### src/ufbp_pkg.sv
// Shared types and constants for the UART frame bit packer.
// No dependencies; the encoder, result buffer and top level import this package.
`default_nettype none

package ufbp_pkg;

  localparam int unsigned OctetW   = 8;
  localparam int unsigned PendW    = 7;   // at most seven bits ever wait for the next octet
  localparam int unsigned PendCntW = 3;

  localparam logic [6:0] SyncTailBits   = 7'b000_1001;
  localparam logic [2:0] SyncTailLen    = 3'd4;
  localparam logic [7:0] EmptyFrameOctet = 8'h9F;

  // Bits of the line stream not yet packed into an octet, right-aligned.
  typedef struct packed {
    logic [PendW-1:0]    pend_bits;
    logic [PendCntW-1:0] pend_count;
    logic                started;
  } state_t;

  // One or two result octets produced by one input item.
  typedef struct packed {
    logic              two;
    logic [OctetW-1:0] octet0;
    logic              end0;
    logic [OctetW-1:0] octet1;
    logic              end1;
  } res_pair_t;

endpackage

`default_nettype wire

### src/ufbp_if.sv
// Valid/ready channel interfaces for the UART frame bit packer.
// Standalone; used by the top level and the result buffer.
`default_nettype none

interface ufbp_in_if;
  logic       valid;
  logic       ready;
  logic [7:0] data_byte;
  logic       last_byte;
  logic       empty_frame;

  modport source (output valid, output data_byte, output last_byte, output empty_frame,
                  input ready);
  modport sink (input valid, input data_byte, input last_byte, input empty_frame,
                output ready);
endinterface

interface ufbp_out_if;
  logic       valid;
  logic       ready;
  logic [7:0] out_byte;
  logic       frame_end;

  modport source (output valid, output out_byte, output frame_end, input ready);
  modport sink (input valid, input out_byte, input frame_end, output ready);
endinterface

`default_nettype wire

### src/ufbp_encoder.sv
// Combinational framing of one byte onto the pending bit stream.
// Depends on ufbp_pkg.
`default_nettype none

module ufbp_encoder import ufbp_pkg::*; (
  input  state_t      cur,
  input  logic [7:0]  data_byte,
  input  logic        last_byte,
  input  logic        empty_frame,
  output res_pair_t   pair,
  output state_t      nxt
);

  logic [7:0]  rev;
  logic [6:0]  prefix;
  logic [2:0]  prefix_len;
  logic [9:0]  ten;
  logic [16:0] acc;
  logic [4:0]  total;
  logic [4:0]  sh0;
  logic [4:0]  sh1;
  logic        two;
  logic [2:0]  rem_len;
  logic [6:0]  rem;
  logic [15:0] pad_word;
  logic [7:0]  oct0;
  logic [7:0]  oct1;
  logic [7:0]  pad;

  // Data goes out LSB first, so it lands reversed in the MSB-first stream.
  always_comb begin
    for (int k = 0; k < 8; k++) begin
      rev[7-k] = data_byte[k];
    end
  end

  always_comb begin
    prefix_len = cur.started ? cur.pend_count : SyncTailLen;
    prefix     = cur.started ? (cur.pend_bits & ~(7'h7F << cur.pend_count)) : SyncTailBits;
    ten        = {1'b0, rev, 1'b1};
    acc        = {prefix, 10'b0} | {7'b0, ten};
    total      = 5'(prefix_len) + 5'd10;
    sh0        = total - 5'd8;
    sh1        = total - 5'd16;
    two        = (total >= 5'd16);
    oct0       = 8'(acc >> sh0);
    oct1       = 8'(acc >> sh1);
    rem_len    = two ? sh1[2:0] : sh0[2:0];
    rem        = acc[6:0] & ~(7'h7F << rem_len);
    pad_word   = {1'b0, rem, 8'hFF} >> rem_len;
    pad        = pad_word[7:0];
  end

  always_comb begin
    pair.two    = two;
    pair.octet0 = oct0;
    pair.end0   = 1'b0;
    pair.octet1 = oct1;
    pair.end1   = 1'b0;
    nxt.pend_bits  = rem;
    nxt.pend_count = rem_len;
    nxt.started    = 1'b1;

    if (empty_frame) begin
      pair.two    = 1'b0;
      pair.octet0 = EmptyFrameOctet;
      pair.end0   = 1'b1;
      nxt         = '0;
    end else if (last_byte) begin
      nxt = '0;
      if (two) begin
        // Second octet closes the frame; any leftover bit cannot fit.
        pair.end1 = 1'b1;
      end else if (rem_len != 3'd0) begin
        pair.two    = 1'b1;
        pair.octet1 = pad;
        pair.end1   = 1'b1;
      end else begin
        pair.end0 = 1'b1;
      end
    end
  end

endmodule

`default_nettype wire

### src/ufbp_result_buf.sv
// Two-slot result buffer that drains one octet per transfer.
// Depends on ufbp_pkg and ufbp_if.
`default_nettype none

module ufbp_result_buf import ufbp_pkg::*; (
  input  logic              clk,
  input  logic              rst,
  input  logic              load,
  input  res_pair_t         pair,
  output logic              free,
  ufbp_out_if.source        result
);

  logic [1:0] cnt;
  logic [7:0] octet0;
  logic [7:0] octet1;
  logic       end0;
  logic       end1;
  logic       pop;

  assign pop  = result.valid && result.ready;
  assign free = (cnt == 2'd0) || ((cnt == 2'd1) && pop);

  assign result.valid     = (cnt != 2'd0);
  assign result.out_byte  = octet0;
  assign result.frame_end = end0;

  always_ff @(posedge clk) begin
    if (rst) begin
      cnt <= 2'd0;
    end else if (load) begin
      cnt <= pair.two ? 2'd2 : 2'd1;
    end else if (pop) begin
      cnt <= cnt - 2'd1;
    end
  end

  always_ff @(posedge clk) begin
    if (load) begin
      octet0 <= pair.octet0;
      end0   <= pair.end0;
      octet1 <= pair.octet1;
      end1   <= pair.end1;
    end else if (pop) begin
      octet0 <= octet1;
      end0   <= end1;
    end
  end

endmodule

`default_nettype wire

### src/uart_frame_bit_packer_unit.sv
// Top level of the UART frame bit packer: input register, pending-bit state, result buffer.
// Depends on ufbp_pkg, ufbp_if, ufbp_encoder and ufbp_result_buf.
`default_nettype none

// Frames the bytes of one radio frame as a UART 8N1 line stream, MSB first,
// opened by the sync tail 1001, and hands it out as whole octets. Each byte
// becomes a 0 start bit, eight data bits LSB first and a 1 stop bit; full
// octets go out as soon as they fill, and the byte marked last_byte pads the
// remaining bits with ones into one more octet (or drops a leftover bit if it
// already fills two) and flags the closing octet with frame_end. An item with
// empty_frame set drops any open frame and yields the single octet 0x9F. An
// accepted item is held in the input register, framed in one pass of
// combinational logic and loaded into a two-slot result buffer once it has
// room; the buffer offers its first octet on the result channel, gives out
// one octet per transfer and loads the next item as the last octet of the one
// before is taken. While the result channel stalls, the input register still
// takes one more transfer and holds it; item.ready then stays low until the
// buffer has room, and with one octet left it follows result.ready in the same cycle.
module uart_frame_bit_packer_unit import ufbp_pkg::*; (
  input  logic       clk,
  input  logic       rst,
  ufbp_in_if.sink    item,
  ufbp_out_if.source result
);

  // Input register
  logic       in_valid;
  logic [7:0] in_data;
  logic       in_last;
  logic       in_empty;

  // Pending line bits carried between bytes of a frame
  state_t     state;
  state_t     state_next;

  res_pair_t  pair;
  logic       free;
  logic       load;

  // Move the held item into the buffer as soon as it has room for it.
  assign load       = in_valid && free;
  assign item.ready = !in_valid || load;

  always_ff @(posedge clk) begin
    if (rst) begin
      in_valid <= 1'b0;
    end else if (item.ready) begin
      in_valid <= item.valid;
    end
  end

  // Capture payload on each input transfer; no reset needed.
  always_ff @(posedge clk) begin
    if (item.valid && item.ready) begin
      in_data  <= item.data_byte;
      in_last  <= item.last_byte;
      in_empty <= item.empty_frame;
    end
  end

  // Advance the frame state only when the item's octets are taken in.
  always_ff @(posedge clk) begin
    if (rst) begin
      state <= '0;
    end else if (load) begin
      state <= state_next;
    end
  end

  ufbp_encoder u_encoder (
    .cur         (state),
    .data_byte   (in_data),
    .last_byte   (in_last),
    .empty_frame (in_empty),
    .pair        (pair),
    .nxt         (state_next)
  );

  ufbp_result_buf u_result_buf (
    .clk    (clk),
    .rst    (rst),
    .load   (load),
    .pair   (pair),
    .free   (free),
    .result (result)
  );

endmodule

`default_nettype wire
### src/flat_wrapper.sv
// flat-port wrapper written by rule: the top's interface ports become plain ports
module uart_frame_bit_packer_unit_flat import ufbp_pkg::*;
  (clk, rst, item_valid, item_data_byte, item_last_byte, item_empty_frame, item_ready, result_valid, result_out_byte, result_frame_end, result_ready);
  ufbp_in_if item_i ();
  ufbp_out_if result_i ();
  input  logic clk;
  input  logic rst;
  input wire logic [$bits(item_i.valid)-1:0] item_valid;
  input wire logic [$bits(item_i.data_byte)-1:0] item_data_byte;
  input wire logic [$bits(item_i.last_byte)-1:0] item_last_byte;
  input wire logic [$bits(item_i.empty_frame)-1:0] item_empty_frame;
  output wire logic [$bits(item_i.ready)-1:0] item_ready;
  output wire logic [$bits(result_i.valid)-1:0] result_valid;
  output wire logic [$bits(result_i.out_byte)-1:0] result_out_byte;
  output wire logic [$bits(result_i.frame_end)-1:0] result_frame_end;
  input wire logic [$bits(result_i.ready)-1:0] result_ready;
  assign item_i.valid = item_valid;
  assign item_i.data_byte = item_data_byte;
  assign item_i.last_byte = item_last_byte;
  assign item_i.empty_frame = item_empty_frame;
  assign item_ready = item_i.ready;
  assign result_valid = result_i.valid;
  assign result_out_byte = result_i.out_byte;
  assign result_frame_end = result_i.frame_end;
  assign result_i.ready = result_ready;
  uart_frame_bit_packer_unit u_core (.clk(clk), .rst(rst), .item(item_i), .result(result_i));
endmodule
### config.mk
export PLATFORM = sky130hd
export DESIGN_NAME = uart_frame_bit_packer_unit_flat
export DESIGN_NICKNAME = d
export VERILOG_FILES = /design/src/ufbp_pkg.sv /design/src/ufbp_if.sv /design/src/ufbp_encoder.sv /design/src/ufbp_result_buf.sv /design/src/uart_frame_bit_packer_unit.sv /design/src/flat_wrapper.sv
export SDC_FILE = /design/constraint.sdc
export NUM_CORES = 1
export LEC_CHECK = 0
export BUFFER_PORTS_ARGS = -buffer_cell sky130_fd_sc_hd__buf_2
export CAP_MARGIN = 20
export CORE_MARGIN = 2
export CORE_UTILIZATION = 45
export DETAILED_ROUTE_END_ITERATION = 8
export PLACE_DENSITY_LB_ADDON = 0.2
export REMOVE_ABC_BUFFERS = 1
export SLEW_MARGIN = 25
export SYNTH_ARGS = -nofsm -noshare
export SYNTH_HDL_FRONTEND = slang
export SYNTH_HIERARCHICAL = 1
export SYNTH_SLANG_ARGS = --single-unit
### constraint.sdc
create_clock -name clk -period 3 [get_ports clk]
set_input_delay 0 -clock clk [delete_from_list [all_inputs] [get_ports clk]]
set_output_delay 0 -clock clk [all_outputs]
set_load 0.02 [all_outputs]
Word level (Yosys, flattened, before mapping)
Cells that the tools add are included.
Widths: inputs -> output; s select.
Storage, ports and cells
  register bits after elaboration: 42
  output and inout port bits: 11
Operators by class
  add/sub/neg operators: 4
  order comparisons: 1
  eq/ne operators: 1
  shift operators: 5
  mux-type cells: 24
  bitwise logic cells: 6
  reduce and logical (&&, ||, !) cells: 12
Operators with widths (number)
  $shr 17x5->8: 2
  $mux 9: 3
  $mux 8: 3
  $mux 11: 2
  $or 17x9->17: 1
  $shr 15x3->8: 1
  $and 7x7->7: 2
  $not 7->7: 2
  $shl 7x3->7 const A: 2
  $mux 10: 1
  $mux 1: 9
  $mux 7: 1
  $mux 2: 3
  $mux 3: 2
  $add 3x4->5 const B: 1
  $ge 5x5->1 const B: 1
  $sub 5x4->5 const B: 1
  $sub 5x5->5 const B: 1
  $logic_and 1x1->1: 4
  $reduce_bool 2->1: 2
  $reduce_bool 3->1: 1
  $eq 2x1->1 const B: 1
  $logic_not 2->1: 1
  $logic_or 1x1->1: 2
  4 further kinds: 4

Depth between registers and ports, before layout
  depth after elaboration: 13
  depth in mapped cells: 12
  mapped depth without buffers: 9

Hierarchy
The synthesis kept the hierarchy.
By module, submodules not included
  ufbp_encoder: times used 1, cells an instance 186, area each 1222.4 µm²
  uart_frame_bit_packer_unit: times used 1, cells an instance 65, area each 825.8 µm²
  ufbp_result_buf: times used 1, cells an instance 47, area each 804.5 µm²

Least setup slack after synthesis
Ideal clock, no wire load.
  path kind: register to register
  from: register u_core/state[0] in the netlist's numbering
  to: register u_core.u_result_buf.octet0[7], in the netlist u_core/u_result_buf/result.out_byte[7], data pin
  data arrival time: 2.150 ns
  data required time: 2.740 ns
  path slack: 0.590 ns
  cell stages (with the launch flop): 11
  path buffers: 4
  cells stage by stage: dfxtp_1 -> buf_6 -> buf_2 -> nand2b_1 -> ha_1 -> clkbuf_1 -> clkbuf_1 -> nand2_1 -> o21ai_2 -> o21ai_1 -> mux2_2
RTL lines
  start, declared: RTL line uart_frame_bit_packer_unit.sv:33  | state_t state;
  start signal, assigned: RTL line uart_frame_bit_packer_unit.sv:66  | state <= state_next;
  end signal, assigned: RTL line ufbp_result_buf.sv:40  | octet0 <= pair.octet0;
  end signal, assigned: RTL line ufbp_result_buf.sv:45  | octet0 <= octet1;
  end, declared: RTL line ufbp_result_buf.sv:15  | logic [7:0] octet0;

==> impl_summary.txt <==
----------------------------------------------------
[Status]
  Outcome ... complete, no violations

[Timing]
  Highest Clock Rate ... 372 MHz
  Worst slew margin ... 45.5%
  Hold Vio Cnt, Final ... 0
  Setup violation total in the final timing report ... 0
  Period Utilization, post-route ... 89.5%
  Pins over their slew limit ... 0
  Setup repair after global routing missed its margin ... no
  Transition time at the pin with the least slew margin ... 0.818 ns
  Final clock skew ... 0.00986 ns
  Setup TNS ... 0 ns
  Post-route minimum period ... 2.69 ns

[Detailed routing]
  ANT nets after route ... 0
  Post-route DRC ... 0
  DR vias/cell ... 5.90
  Number of DRC markers after the initial detailed-route iteration ... 330
  Routed via count ... 2370
  Detailed Route WL ... 6580 um
  Number of search-and-repair iterations in the first detailed-routing pass ... 5
  WL/cell ... 16.4 um

[Clocking]
  Cts bufs inserted ... 5
  Clock sink total ... 42
  Clock tree root driver cell ... sky130_fd_sc_hd__clkbuf_8
  Max Root-Sink Buffers ... 2
  Number of instances resized during post-cts repair ... 0
  CTS tree ... done
  Clock latency of the later-clocked register in the worst-skew pair ... 0.30 ns
  Number of levels in the clock H-tree ... 2
  CTS clk-pin slew, worst paths ... 0.08 ns

[GRT]
  Met2 Track Usage GR ... 30.7%
  Total track usage ... 19.1%
  Maximum number of pins on one net before global-route repair ... 31
  Wire length of the first global-routing pass ... 10800 um
  Vias in the first global route ... 2208
  Number of antenna violations at the first check in global routing ... 0
  Global Route met3 Usage ... 3.36%
  Busiest grt layer ... met2
  Aggregate global routing overflow ... 0
  Fraction of met1 tracks used by global routing ... 25.8%

[Synthesis]
  Most used flip-flop cell after synthesis ... sky130_fd_sc_hd__edfxtp_1
  Avg Inst Size Synth ... 9.57 um2
  Synth warnings ... 6
  Share of synthesized flip-flops with an asynchronous set or reset ... 0%
  Summed instance area of the synthesized netlist ... 0.00285 mm2
  Total of flip-flops plus latches after synthesis ... 42
  Gate Count Post-Synth ... 298
  Synth unique cells ... 66
  Post-synthesis sequential area ratio ... 39.3%
  EDFF count, synth ... 28

[Die]
  Initial standard-cell utilization of the core ... 45.7%
  Die Wd ... 83.6 um
  Number of primary I/O pins ... 25
  Die outline height ... 83.6 um
  Die Area ... 0.00699 mm2
  Cell Rows ... 29
  Core ar. ... 0.00624 mm2

[Layout]
  Post-route non-filler standard cell count ... 402
  Area overhead of the layout relative to synthesis ... 10.5%
  Sequential cell area in the final layout ... 0.00112 mm2
  Multi-input gate area ... 0.00151 mm2
  Fill count ... 579
  Final layout net count ... 343
  ANT cells ... 0
  Layout cells sized above 1 ... 22.2%

[Placed design]
  Count of input and output buffers ... 24
  Post-DP HPWL ... 4610 um
  Placed insts ... 383
  Final RePlAce weighted congestion ... 0.890

[Worst setup path]
  CP endpoint kind ... flip-flop
  Critical path data arrival time ... 2.71 ns
  Worst setup SP type ... flip-flop
  Largest driver fanout on the critical path ... 25
  Category of the critical setup timing path ... reg -> reg
  Required time of the critical path ... 3.03 ns

[Pwr]
  P per Cell Area ... 477 mW/mm2
  Worst vdd rail ir drop ... 0.237 mV
  Leakage power summed over all cells ... 0.00116 uW

[Min path]
  Tightest Hold Check Type ... in -> reg

[Job]
  Number of max-cap violations ... 0

----------------------------------------------------
## routing by layer
metal	wire length, um	vias to the layer above
li1	-	1130
met4	166	0
met1	2960	1116
met5	0	-
met2	3000	111
met3	455	13
## critical path, stage by stage, from the launching register on
cell	delay [ns]
sky130_fd_sc_hd__dfxtp_1	0.59
sky130_fd_sc_hd__nand2_8	0.13
sky130_fd_sc_hd__inv_4	0.19
sky130_fd_sc_hd__ha_1	0.72
sky130_fd_sc_hd__nand2b_1	0.26
sky130_fd_sc_hd__mux2_2	0.23
sky130_fd_sc_hd__nand2_1	0.06
sky130_fd_sc_hd__a21oi_1	0.17
sky130_fd_sc_hd__a31oi_1	0.07
## placed cells by master, fill, tap and decap left out, types with 3 or more instances in the layout
cell,n
sky130_fd_sc_hd__o21ai_1,7
sky130_fd_sc_hd__nor3_1,3
sky130_fd_sc_hd__o21ai_0,4
sky130_fd_sc_hd__buf_4,8
sky130_fd_sc_hd__a21bo_2,4
sky130_fd_sc_hd__clkbuf_8,5
sky130_fd_sc_hd__dlygate4sd3_1,11
sky130_fd_sc_hd__and3_1,6
sky130_fd_sc_hd__a21oi_1,22
sky130_fd_sc_hd__nor2_1,29
sky130_fd_sc_hd__nand2_1,25
sky130_fd_sc_hd__inv_1,10
sky130_fd_sc_hd__mux2_2,14
sky130_fd_sc_hd__ha_1,5
sky130_fd_sc_hd__mux2i_1,5
sky130_fd_sc_hd__mux2_1,3
sky130_fd_sc_hd__buf_2,24
sky130_fd_sc_hd__a21bo_1,8
sky130_fd_sc_hd__dfxtp_1,14
sky130_fd_sc_hd__a31oi_1,3
sky130_fd_sc_hd__o211ai_1,4
sky130_fd_sc_hd__nand3_1,16
sky130_fd_sc_hd__nand2b_1,7
sky130_fd_sc_hd__edfxtp_1,28
## final cells by class
type / instances / share of cell area, %
clock inverters: 2 / 0.278
clock buffers: 6 / 2.30
inverters: 13 / 1.63
repair buffers: 43 / 9.21
flip-flops and latches: 42 / 35.6
well taps: 77 / 3.06
multi-input cells: 219 / 48.0
## state kept, by name, summed over array words and instances (netlist names)
signal,flops
u_core/state,11
u_core/u_result_buf/octet1,8
u_core/in_empty,1
u_core/in_last,1
u_core/u_result_buf/cnt,2
u_core/u_result_buf/result.frame_end,1
u_core/in_data,8
u_core/u_result_buf/result.out_byte,8
u_core/in_valid,1
u_core/u_result_buf/end1,1
## Yosys cell counts (all sizes together) (5+ instances only)
| master | n | share of area [%] |
|---|---|---|
| nand3 | 16 | 2.8 |
| a21bo | 12 | 4.2 |
| buf | 17 | 5.0 |
| ha | 5 | 2.2 |
| nor2 | 29 | 3.8 |
| a21oi | 22 | 3.9 |
| o21ai | 12 | 2.2 |
| edfxtp | 28 | 29 |
| and3 | 6 | 1.3 |
| mux2 | 18 | 7.2 |
| clkbuf | 7 | 0.92 |
| dfxtp | 14 | 9.8 |
| nand2b | 7 | 1.5 |
| mux2i | 5 | 1.8 |
| nand2 | 26 | 4.0 |
| inv | 13 | 1.8 |
## worst paths after layout
| path | from | end | slack [ns] | cells past startpoint |
|---|---|---|---|---|
| worst min register to register | u_core/u_result_buf/octet1[2]$_DFFE_PP_ | u_core/u_result_buf/result.out_byte[2]$_DFFE_PP_ | 0.55 | 1 |
| worst min-delay path | rst | u_core/state[7]$_SDFFE_PP0P_ | 0.06 | 2 |
| worst max-delay path | u_core/state[0]$_SDFFE_PP0P_ | u_core/u_result_buf/octet1[5]$_DFFE_PP_ | 0.31 | 8 |
| worst max register to register | u_core/state[0]$_SDFFE_PP0P_ | u_core/u_result_buf/octet1[5]$_DFFE_PP_ | 0.31 | 8 |
## kinds of logic (layout without fill, tap and decap cells)
logic type | Yosys count | after routing | share of synthesized area [%]
compound gates | 87 | 87 | 23.4
xor+xnor | 1 | 1 | 0.307
flops | 42 | 42 | 39.3
buf+inv | 37 | 64 | 7.68
simple gates | 103 | 103 | 18.2
fa+ha+maj | 5 | 5 | 2.19
mux | 23 | 23 | 8.99
## what timing repair did
action	in CTS	in global routing
hold buffers	11	0
buffers inserted	0	0
endpoints found under the hold margin	11	0
## power by group
group / leakage [uW] / switching [uW] / internal, uW
logic: 0.000731 / 242 / 160
clock network: 0.0000426 / 194 / 160
registers: 0.000382 / 42.4 / 704
total: 0.00116 / 479 / 1020
## stage by stage
| stage | area, um2 | util [%] | setup WS, ns | total power [uW] | hold slack, ns |
|---|---|---|---|---|---|
| 2_1_floorplan | 2690 | - | 0.276 | 1030 | 0.0691 |
| 3_3_place_gp | 2960 | 47.5 | 0.408 | 1150 | 0.176 |
| 3_5_place_dp | 2960 | 47.5 | 0.412 | 1150 | 0.178 |
| 4_1_cts | 3150 | 50.5 | 0.390 | 1520 | 0.0564 |
| 5_1_grt | 3150 | 50.5 | 0.208 | 1580 | 0.0578 |
| 6_report | 3150 | 50.5 | 0.314 | 1500 | 0.0583 |
Power figures use the tool's default switching activity.
